[src/rtl/efts_pkg.sv]
// ----------------------------------------------------------------------------
// efts_pkg
// Shared types and constants for the event flag / timer scheduler.
// ----------------------------------------------------------------------------
package efts_pkg;

  localparam int NUM_TASKS_DEF  = 16;
  localparam int NUM_TIMERS_DEF = 8;
  localparam int CLOCK_BITS_DEF = 32;

  typedef enum logic [1:0] {
    KIND_SET    = 2'd0,
    KIND_RUN    = 2'd1,
    KIND_TICK   = 2'd2,
    KIND_CREATE = 2'd3
  } kind_t;

  typedef enum logic [1:0] {
    RES_DISPATCH = 2'd0,
    RES_FIRED    = 2'd1,
    RES_CREATE   = 2'd2
  } res_kind_t;

  typedef struct packed {
    kind_t       kind;
    logic [3:0]  task_id;
    logic [7:0]  event_bits;
    logic [31:0] period;
  } in_item_t;

  typedef struct packed {
    res_kind_t  result_kind;
    logic [4:0] task_number;
    logic [7:0] taken_events;
    logic [2:0] timer_slot;
    logic       create_ok;
    logic       last;
  } out_item_t;

  // First result of a run or create item; for a run item, fired timers follow it.
  typedef struct packed {
    res_kind_t  first_kind;
    logic [4:0] task_number;
    logic [7:0] taken;
    logic [2:0] slot;
    logic       ok;
  } batch_t;

endpackage

[src/rtl/efts_core.sv]
// ----------------------------------------------------------------------------
// efts_core
// Scheduler state and update logic: task flags, timer bank, tick clock.
// ----------------------------------------------------------------------------
module efts_core #(
  parameter int NUM_TASKS  = efts_pkg::NUM_TASKS_DEF,
  parameter int NUM_TIMERS = efts_pkg::NUM_TIMERS_DEF,
  parameter int CLOCK_BITS = efts_pkg::CLOCK_BITS_DEF
) (
  input  logic                  clk,
  input  logic                  rst_n,
  input  logic                  go,
  input  efts_pkg::in_item_t    item,
  output efts_pkg::batch_t      batch,
  output logic [NUM_TIMERS-1:0] fired
);
  import efts_pkg::*;

  logic [7:0]            flags_r   [NUM_TASKS];
  logic [7:0]            flags_nxt [NUM_TASKS];
  logic [NUM_TIMERS-1:0] in_use_r, in_use_nxt;
  logic [CLOCK_BITS-1:0] clock_r, clock_nxt;
  logic [CLOCK_BITS-1:0] checked_r, checked_nxt;
  logic [CLOCK_BITS-1:0] period_r  [NUM_TIMERS];
  logic [CLOCK_BITS-1:0] period_nxt[NUM_TIMERS];
  logic [CLOCK_BITS-1:0] start_r   [NUM_TIMERS];
  logic [CLOCK_BITS-1:0] start_nxt [NUM_TIMERS];

  logic [NUM_TASKS-1:0]  sel;
  logic                  found;
  logic [4:0]            tnum;
  logic [7:0]            taken;
  logic                  free_found;
  logic [2:0]            free_slot;
  logic                  check;
  logic [CLOCK_BITS-1:0] elapsed [NUM_TIMERS];

  always_comb begin
    // lowest-numbered task with pending flags
    found = 1'b0;
    tnum  = '0;
    taken = '0;
    sel   = '0;
    for (int t = 0; t < NUM_TASKS; t++) begin
      if (!found && flags_r[t] != 8'd0) begin
        found  = 1'b1;
        sel[t] = 1'b1;
        tnum   = 5'(t + 1);
        taken  = flags_r[t];
      end
    end

    free_found = 1'b0;
    free_slot  = '0;
    for (int i = 0; i < NUM_TIMERS; i++) begin
      if (!free_found && !in_use_r[i]) begin
        free_found = 1'b1;
        free_slot  = 3'(i);
      end
    end

    // timers are checked only when the clock moved and task 0 did not run
    check = (clock_r != checked_r) && !sel[0];
    for (int i = 0; i < NUM_TIMERS; i++) begin
      elapsed[i] = clock_r - start_r[i];
      fired[i]   = go && (item.kind == KIND_RUN) && check && in_use_r[i] &&
                   (elapsed[i] >= period_r[i]);
    end

    for (int t = 0; t < NUM_TASKS; t++) flags_nxt[t] = flags_r[t];
    for (int i = 0; i < NUM_TIMERS; i++) begin
      period_nxt[i] = period_r[i];
      start_nxt[i]  = fired[i] ? start_r[i] + period_r[i] : start_r[i];
    end
    in_use_nxt  = in_use_r;
    clock_nxt   = clock_r;
    checked_nxt = checked_r;
    batch       = '0;

    case (item.kind)
      KIND_SET: begin
        for (int t = 0; t < NUM_TASKS; t++) begin
          if (go && 32'(item.task_id) == t) flags_nxt[t] = flags_r[t] | item.event_bits;
        end
      end
      KIND_TICK: begin
        if (go) clock_nxt = clock_r + 1'b1;
      end
      KIND_CREATE: begin
        batch.first_kind = RES_CREATE;
        batch.ok         = free_found;
        batch.slot       = free_slot;
        for (int i = 0; i < NUM_TIMERS; i++) begin
          if (go && free_found && free_slot == 3'(i)) begin
            period_nxt[i] = CLOCK_BITS'(item.period);
            start_nxt[i]  = clock_r;
            in_use_nxt[i] = 1'b1;
          end
        end
      end
      KIND_RUN: begin
        batch.first_kind  = RES_DISPATCH;
        batch.task_number = tnum;
        batch.taken       = taken;
        for (int t = 0; t < NUM_TASKS; t++) begin
          if (go && sel[t]) flags_nxt[t] = 8'd0;
        end
        if (go && check) checked_nxt = clock_r;
      end
      default: begin
        batch = '0;
      end
    endcase
  end

  always_ff @(posedge clk) begin
    if (!rst_n) begin
      for (int t = 0; t < NUM_TASKS; t++) flags_r[t] <= '0;
      in_use_r  <= '0;
      clock_r   <= '0;
      checked_r <= '0;
    end else begin
      for (int t = 0; t < NUM_TASKS; t++) flags_r[t] <= flags_nxt[t];
      in_use_r  <= in_use_nxt;
      clock_r   <= clock_nxt;
      checked_r <= checked_nxt;
    end
  end

  // timer period/start are only read for live timers
  always_ff @(posedge clk) begin
    for (int i = 0; i < NUM_TIMERS; i++) begin
      period_r[i] <= period_nxt[i];
      start_r[i]  <= start_nxt[i];
    end
  end

endmodule

[src/rtl/efts_out.sv]
// ----------------------------------------------------------------------------
// efts_out
// Result register: sends the first result of an item, then one result per
// fired timer in ascending slot order.
// ----------------------------------------------------------------------------
module efts_out #(
  parameter int NUM_TIMERS = efts_pkg::NUM_TIMERS_DEF
) (
  input  logic                  clk,
  input  logic                  rst_n,
  input  logic                  load,
  input  efts_pkg::batch_t      batch,
  input  logic [NUM_TIMERS-1:0] fired,
  output logic                  ready,
  output logic                  out_valid,
  input  logic                  out_stall,
  output efts_pkg::out_item_t   out_data
);
  import efts_pkg::*;

  logic                  out_valid_r, out_valid_nxt;
  out_item_t             out_r, out_nxt;
  logic [NUM_TIMERS-1:0] pend_r, pend_nxt;
  logic [NUM_TIMERS-1:0] pend_left;
  logic [2:0]            next_slot;
  logic                  bit_found;
  logic                  xfer;

  assign xfer      = out_valid_r && !out_stall;
  assign ready     = !out_valid_r || (xfer && pend_r == '0);
  assign out_valid = out_valid_r;
  assign out_data  = out_r;

  always_comb begin
    bit_found = 1'b0;
    next_slot = '0;
    pend_left = pend_r;
    for (int i = 0; i < NUM_TIMERS; i++) begin
      if (!bit_found && pend_r[i]) begin
        bit_found    = 1'b1;
        next_slot    = 3'(i);
        pend_left[i] = 1'b0;
      end
    end

    out_valid_nxt = out_valid_r;
    out_nxt       = out_r;
    pend_nxt      = pend_r;
    if (load) begin
      out_valid_nxt        = 1'b1;
      out_nxt.result_kind  = batch.first_kind;
      out_nxt.task_number  = batch.task_number;
      out_nxt.taken_events = batch.taken;
      out_nxt.timer_slot   = batch.slot;
      out_nxt.create_ok    = batch.ok;
      out_nxt.last         = (fired == '0);
      pend_nxt             = fired;
    end else if (xfer) begin
      if (bit_found) begin
        out_nxt.result_kind  = RES_FIRED;
        out_nxt.task_number  = '0;
        out_nxt.taken_events = '0;
        out_nxt.timer_slot   = next_slot;
        out_nxt.create_ok    = 1'b0;
        out_nxt.last         = (pend_left == '0);
        pend_nxt             = pend_left;
      end else begin
        out_valid_nxt = 1'b0;
      end
    end
  end

  always_ff @(posedge clk) begin
    if (!rst_n) begin
      out_valid_r <= 1'b0;
      pend_r      <= '0;
    end else begin
      out_valid_r <= out_valid_nxt;
      pend_r      <= pend_nxt;
    end
  end

  always_ff @(posedge clk) begin
    out_r <= out_nxt;
  end

endmodule

[src/rtl/event_flag_task_and_timer_scheduler_unit.sv]
// ----------------------------------------------------------------------------
// event_flag_task_and_timer_scheduler_unit
// Event flag scheduler with periodic timers: input register, state update,
// result register.
//
//   channel  | direction | handshake            | payload
//   ---------+-----------+----------------------+--------------------
//   in_      | in        | in_valid / in_stall  | in_data  (in_item_t)
//   out_     | out       | out_valid / out_stall| out_data (out_item_t)
//
// Set-event and tick items take one cycle and may pass while results drain.
// A run or create item is processed once the result register is free; a run
// item then yields 1 + (fired timers) results and a create item one result,
// one per cycle of output transfer.
// Reset clears all flags, the clock and the timer bank; no clearing pass.
// A stalled output holds its result; the input stalls while a result-bearing
// item waits for the result register.
// ----------------------------------------------------------------------------
module event_flag_task_and_timer_scheduler_unit #(
  parameter int NUM_TASKS  = efts_pkg::NUM_TASKS_DEF,
  parameter int NUM_TIMERS = efts_pkg::NUM_TIMERS_DEF,
  parameter int CLOCK_BITS = efts_pkg::CLOCK_BITS_DEF
) (
  input  logic                clk,
  input  logic                rst_n,
  input  logic                in_valid,
  output logic                in_stall,
  input  efts_pkg::in_item_t  in_data,
  output logic                out_valid,
  input  logic                out_stall,
  output efts_pkg::out_item_t out_data
);
  import efts_pkg::*;

  logic                  in_valid_r, in_valid_nxt;
  in_item_t              in_r;
  logic                  has_result;
  logic                  ser_ready;
  logic                  go;
  batch_t                batch;
  logic [NUM_TIMERS-1:0] fired;

  assign has_result = (in_r.kind == KIND_RUN) || (in_r.kind == KIND_CREATE);
  assign go         = in_valid_r && (!has_result || ser_ready);
  assign in_stall   = in_valid_r && !go;

  always_comb begin
    in_valid_nxt = in_valid_r;
    if (in_valid && !in_stall) begin
      in_valid_nxt = 1'b1;
    end else if (go) begin
      in_valid_nxt = 1'b0;
    end
  end

  always_ff @(posedge clk) begin
    if (!rst_n) begin
      in_valid_r <= 1'b0;
    end else begin
      in_valid_r <= in_valid_nxt;
    end
  end

  always_ff @(posedge clk) begin
    if (in_valid && !in_stall) in_r <= in_data;
  end

  efts_core #(
    .NUM_TASKS  (NUM_TASKS),
    .NUM_TIMERS (NUM_TIMERS),
    .CLOCK_BITS (CLOCK_BITS)
  ) u_core (
    .clk   (clk),
    .rst_n (rst_n),
    .go    (go),
    .item  (in_r),
    .batch (batch),
    .fired (fired)
  );

  efts_out #(
    .NUM_TIMERS (NUM_TIMERS)
  ) u_out (
    .clk       (clk),
    .rst_n     (rst_n),
    .load      (go && has_result),
    .batch     (batch),
    .fired     (fired),
    .ready     (ser_ready),
    .out_valid (out_valid),
    .out_stall (out_stall),
    .out_data  (out_data)
  );

endmodule

[config.mk]
export PLATFORM = sky130hd
export DESIGN_NAME = event_flag_task_and_timer_scheduler_unit
export DESIGN_NICKNAME = d
export VERILOG_FILES = /design/src/rtl/efts_pkg.sv /design/src/rtl/efts_core.sv /design/src/rtl/efts_out.sv /design/src/rtl/event_flag_task_and_timer_scheduler_unit.sv
export SDC_FILE = /design/constraint.sdc
export NUM_CORES = 2
export LEC_CHECK = 0
export BUFFER_PORTS_ARGS = -buffer_cell sky130_fd_sc_hd__buf_4
export CAP_MARGIN = 20
export CORE_ASPECT_RATIO = 1.2
export CORE_MARGIN = 2
export CORE_UTILIZATION = 50
export DETAILED_ROUTE_END_ITERATION = 8
export PLACE_DENSITY = 0.66
export RECOVER_POWER = 25
export SLEW_MARGIN = 15
export SYNTH_ARGS = -nofsm -noshare
export SYNTH_HDL_FRONTEND = slang
export SYNTH_SLANG_ARGS = --single-unit
[constraint.sdc]
create_clock -name clk -period 6.9 [get_ports clk]
set_clock_uncertainty 0.05 [all_clocks]
set_input_delay 0.345 -clock clk [delete_from_list [all_inputs] [get_ports clk]]
set_output_delay 0.345 -clock clk [all_outputs]
set_load 0.02 [all_outputs]
==> flow_summary.yaml <==
power_and_ir_drop:
  leakagePower_uw: 0.0298
  clockPowerShare_pct: 45.8
  pwr-share-seq_pct: 45.1
  power_switching_uw: 2840
  peakVddDrop_uv: 221
  power.density_nw_per_um2: 167
  switching_share_pct: 25.6
  intPower_uw: 8230
  p_comb_share_pct: 9.1
layout:
  area_growth_pct: 11.1
  final_layout_size_suffix_gt1_share_pct: 5.71
  multi_input_area_um2: 37700
  seq_area_um2: 19000
  finish.utilization_pct: 56.1
  final_nets: 8065
  fillers: 10800
timing:
  layout_setup_ws_ns: 0.514
  tns_ns: 0
  max_freq_ghz: 0.157
  tightest_slew_ns: 2.17
  final-setup-viol-count: 0
  period_minus_slack_ns: 6.39
  hold_violations: 0
  rsz0062_at_grt: "false"
  final_max_slew_viol_count: 165
  post-route-period-util_pct: 92.5
  slew_headroom_pct: -44.5
clock_tree:
  clock-root-buffer: "clkbuf_16"
  h-tree-depth: 3
  cts_tree: "yes"
  clock-sinks: 788
  cts.path.max_buffers: 3
  clkTransAtPathRegs_ns: 0.06
  insertion_delay_ns: 0.73
  numCtsBuffers: 86
synthesis:
  synth_ff_type: "dfxtp_1"
  yosysTopAreaCellShare_pct: 16.2
  netlist-cell-type-count: 95
  ys_async_sr_fraction_pct: 0
  syn-num-nets: 7883
  netlist.top_cell.by_area: "edfxtp_1"
  ys_warn_count: 0
  avgSynthCellArea_um2: 8.46
  synth_top_cells_by_area: "edfxtp_1 16%, ha_1 16%, dfxtp_1 16%"
  synthesis.area_um2: 59800
  seq_area_frac_synth_pct: 31.8
  synth-edff-count: 322
  ys_top_cells_by_count: "759 x a21oi_1, 753 x ha_1, 652 x inv_1, 632 x nor2_1, 514 x nand2_1"
  synth_seq_cells: 788
  yosysMostFrequentCell: "a21oi_1"
  syn_inst: 7064
floorplanning:
  fp-row-count: 138
  initial_utilization_pct: 50.5
  die_w_um: 320
  die-area_um2: 122000
  num_io_pins: 72
  core_area_um2: 118000
  die_h_um: 383
detailed_routing:
  via_count: 53200
  routed_via_density: 5.98
  drtPass1Iterations: 6
  ant_nets: 0
  drt_first_iter_violations: 4387
  drc: 0
  wl_per_cell_um: 22.4
  wirelength_um: 199000
global_routing:
  grt_antenna_before_repair: 31
  grt_use_total_pct: 31.7
  grt_pass1_wl_um: 297000
  use_met1_pct: 36.2
  grt_overflow: 0
  busiest_layer: "met2"
  grt_pass1_vias: 51000
  use_met2_pct: 55.0
  met3_usage_pct: 5.36
  grt_max_degree: 67
outcome:
  status: "finished with violations"
  violations: "capacitance limit, slew limit"
hold_path:
  hold_path.class: "in -> reg"
job:
  cap_violations: 16
worst_setup_path:
  required_ns: 7.50
  cp.arrival_ns: 6.99
  path_max_fanout: 41
  end_kind: "flop"
  worstSetupPathType: "reg -> reg"
  cp-start-kind: "flop"
placed_design:
  io_buffers: 71
  place.gp.congestion: 0.985
  post-place-ws_ns: 0.393
  hpwl_um: 148000
critical path, stage by stage, from the launching register on:
cell and delay [ns]:
dfxtp_1 0.32, inv_1 0.11, ha_1 0.19, inv_1 0.05, fa_1 0.40, a21o_1 0.18
a21o_1 0.20, a2111oi_0 0.59, o21ai_0 0.31, o22a_1 0.34, a2111oi_0 0.41, nor3_1 0.16
a221oi_1 0.43, nand2b_1 0.10, a21oi_1 0.19, xnor2_1 0.14, ha_1 0.28, a21oi_1 0.15
nor2b_1 0.06, o21ai_0 0.18, nand2b_1 0.08, a21oi_1 0.13, o21ai_0 0.16, a22oi_2 0.30
buf_12 0.25, mux2_2 0.35, a21oi_1 0.15
cell usage in the layout, fill, tap and decap left out, types with 160 or more instances in the layout:
master / count
a21o_1: 292
a21oi_1: 759
dfxtp_1: 465
edfxtp_1: 322
ha_1: 753
inv_1: 646
nand2_1: 514
nor2_1: 632
o21ai_0: 484
xnor2_1: 312
xor2_1: 160
metal layers:
metal  vias to the layer above  wire (um)
met3                       522      13700
met4                        10      12700
met2                      1817      95600
met1                     25200      77300
li1                      25700          -
met5                         -         67
registers in the layout (all words and copies together), names as in the netlist:
name,count
u_core.checked_r,32
u_core.flags_r,128
in_valid_r,1
u_core.period_r,256
u_core.clock_r,32
in_r,46
u_out.out_data,20
u_out.out_valid,1
u_core.in_use_r,8
u_out.pend_r,8
u_core.start_r,256
metrics by stage:
stage	hold slack, ns	cells	total power (uW)	instance area [um2]
2_1_floorplan	0.394	7064	5720	59800
3_3_place_gp	0.415	8648	6040	62900
3_5_place_dp	0.424	8650	6060	62900
4_1_cts	0.110	8858	11100	66400
5_1_grt	0.0452	8868	11400	66300
6_report	0.0186	8894	11100	66400
cell type report:
| type | count | share of cell area [%] |
|---|---|---|
| repair buffers | 268 | 3.27 |
| well taps | 1540 | 2.90 |
| multi-input cells | 5448 | 56.8 |
| flip-flops and latches | 788 | 28.6 |
| clock inverters | 52 | 1.09 |
| diodes | 35 | 0.132 |
| clock buffers | 109 | 3.48 |
| inverters | 654 | 3.70 |
path summary, 6_finish.rpt:
path	from	to	slack [ns]	cells after the start
setup / recovery	u_core.clock_r[0]	u_core.start_r[0][101]	0.51	26
hold / removal	out_stall	u_out.pend_r[7]	0.02	5
setup reg to reg	u_core.clock_r[0]	u_core.start_r[0][101]	0.51	26
hold reg to reg	u_core.flags_r[1][26]	u_core.flags_r[1][26]	0.44	2
power groups by stage:
stage | clock network, uW | logic, uW | registers [uW]
after floorplan | 0 | 687 | 5040
after global placement | 0 | 947 | 5090
after detailed placement | 0 | 969 | 5090
after CTS | 5140 | 997 | 4990
after global routing | 5300 | 1100 | 4990
final | 5080 | 1000 | 4990
repair_timing:
item                       4_1_cts  5_1_grt
hold buffers                    47        0
gates resized for setup          0        3
setup endpoints to repair        0        4
hold endpoints to repair        47        0
buffers inserted                 0        0
logic make-up after synthesis:
logic type / count (synthesis) / share of synthesized area (%)
muxes: 140 / 2.36
adders and majority gates: 769 / 16.3
buffers and inverters: 828 / 5.24
AOI/OAI and AO/OA: 2168 / 22.4
xor gates and xnor gates: 472 / 6.92
and+or+nand+nor: 1899 / 15.0
DFF: 788 / 31.8
(Power assumes the default switching activity.)
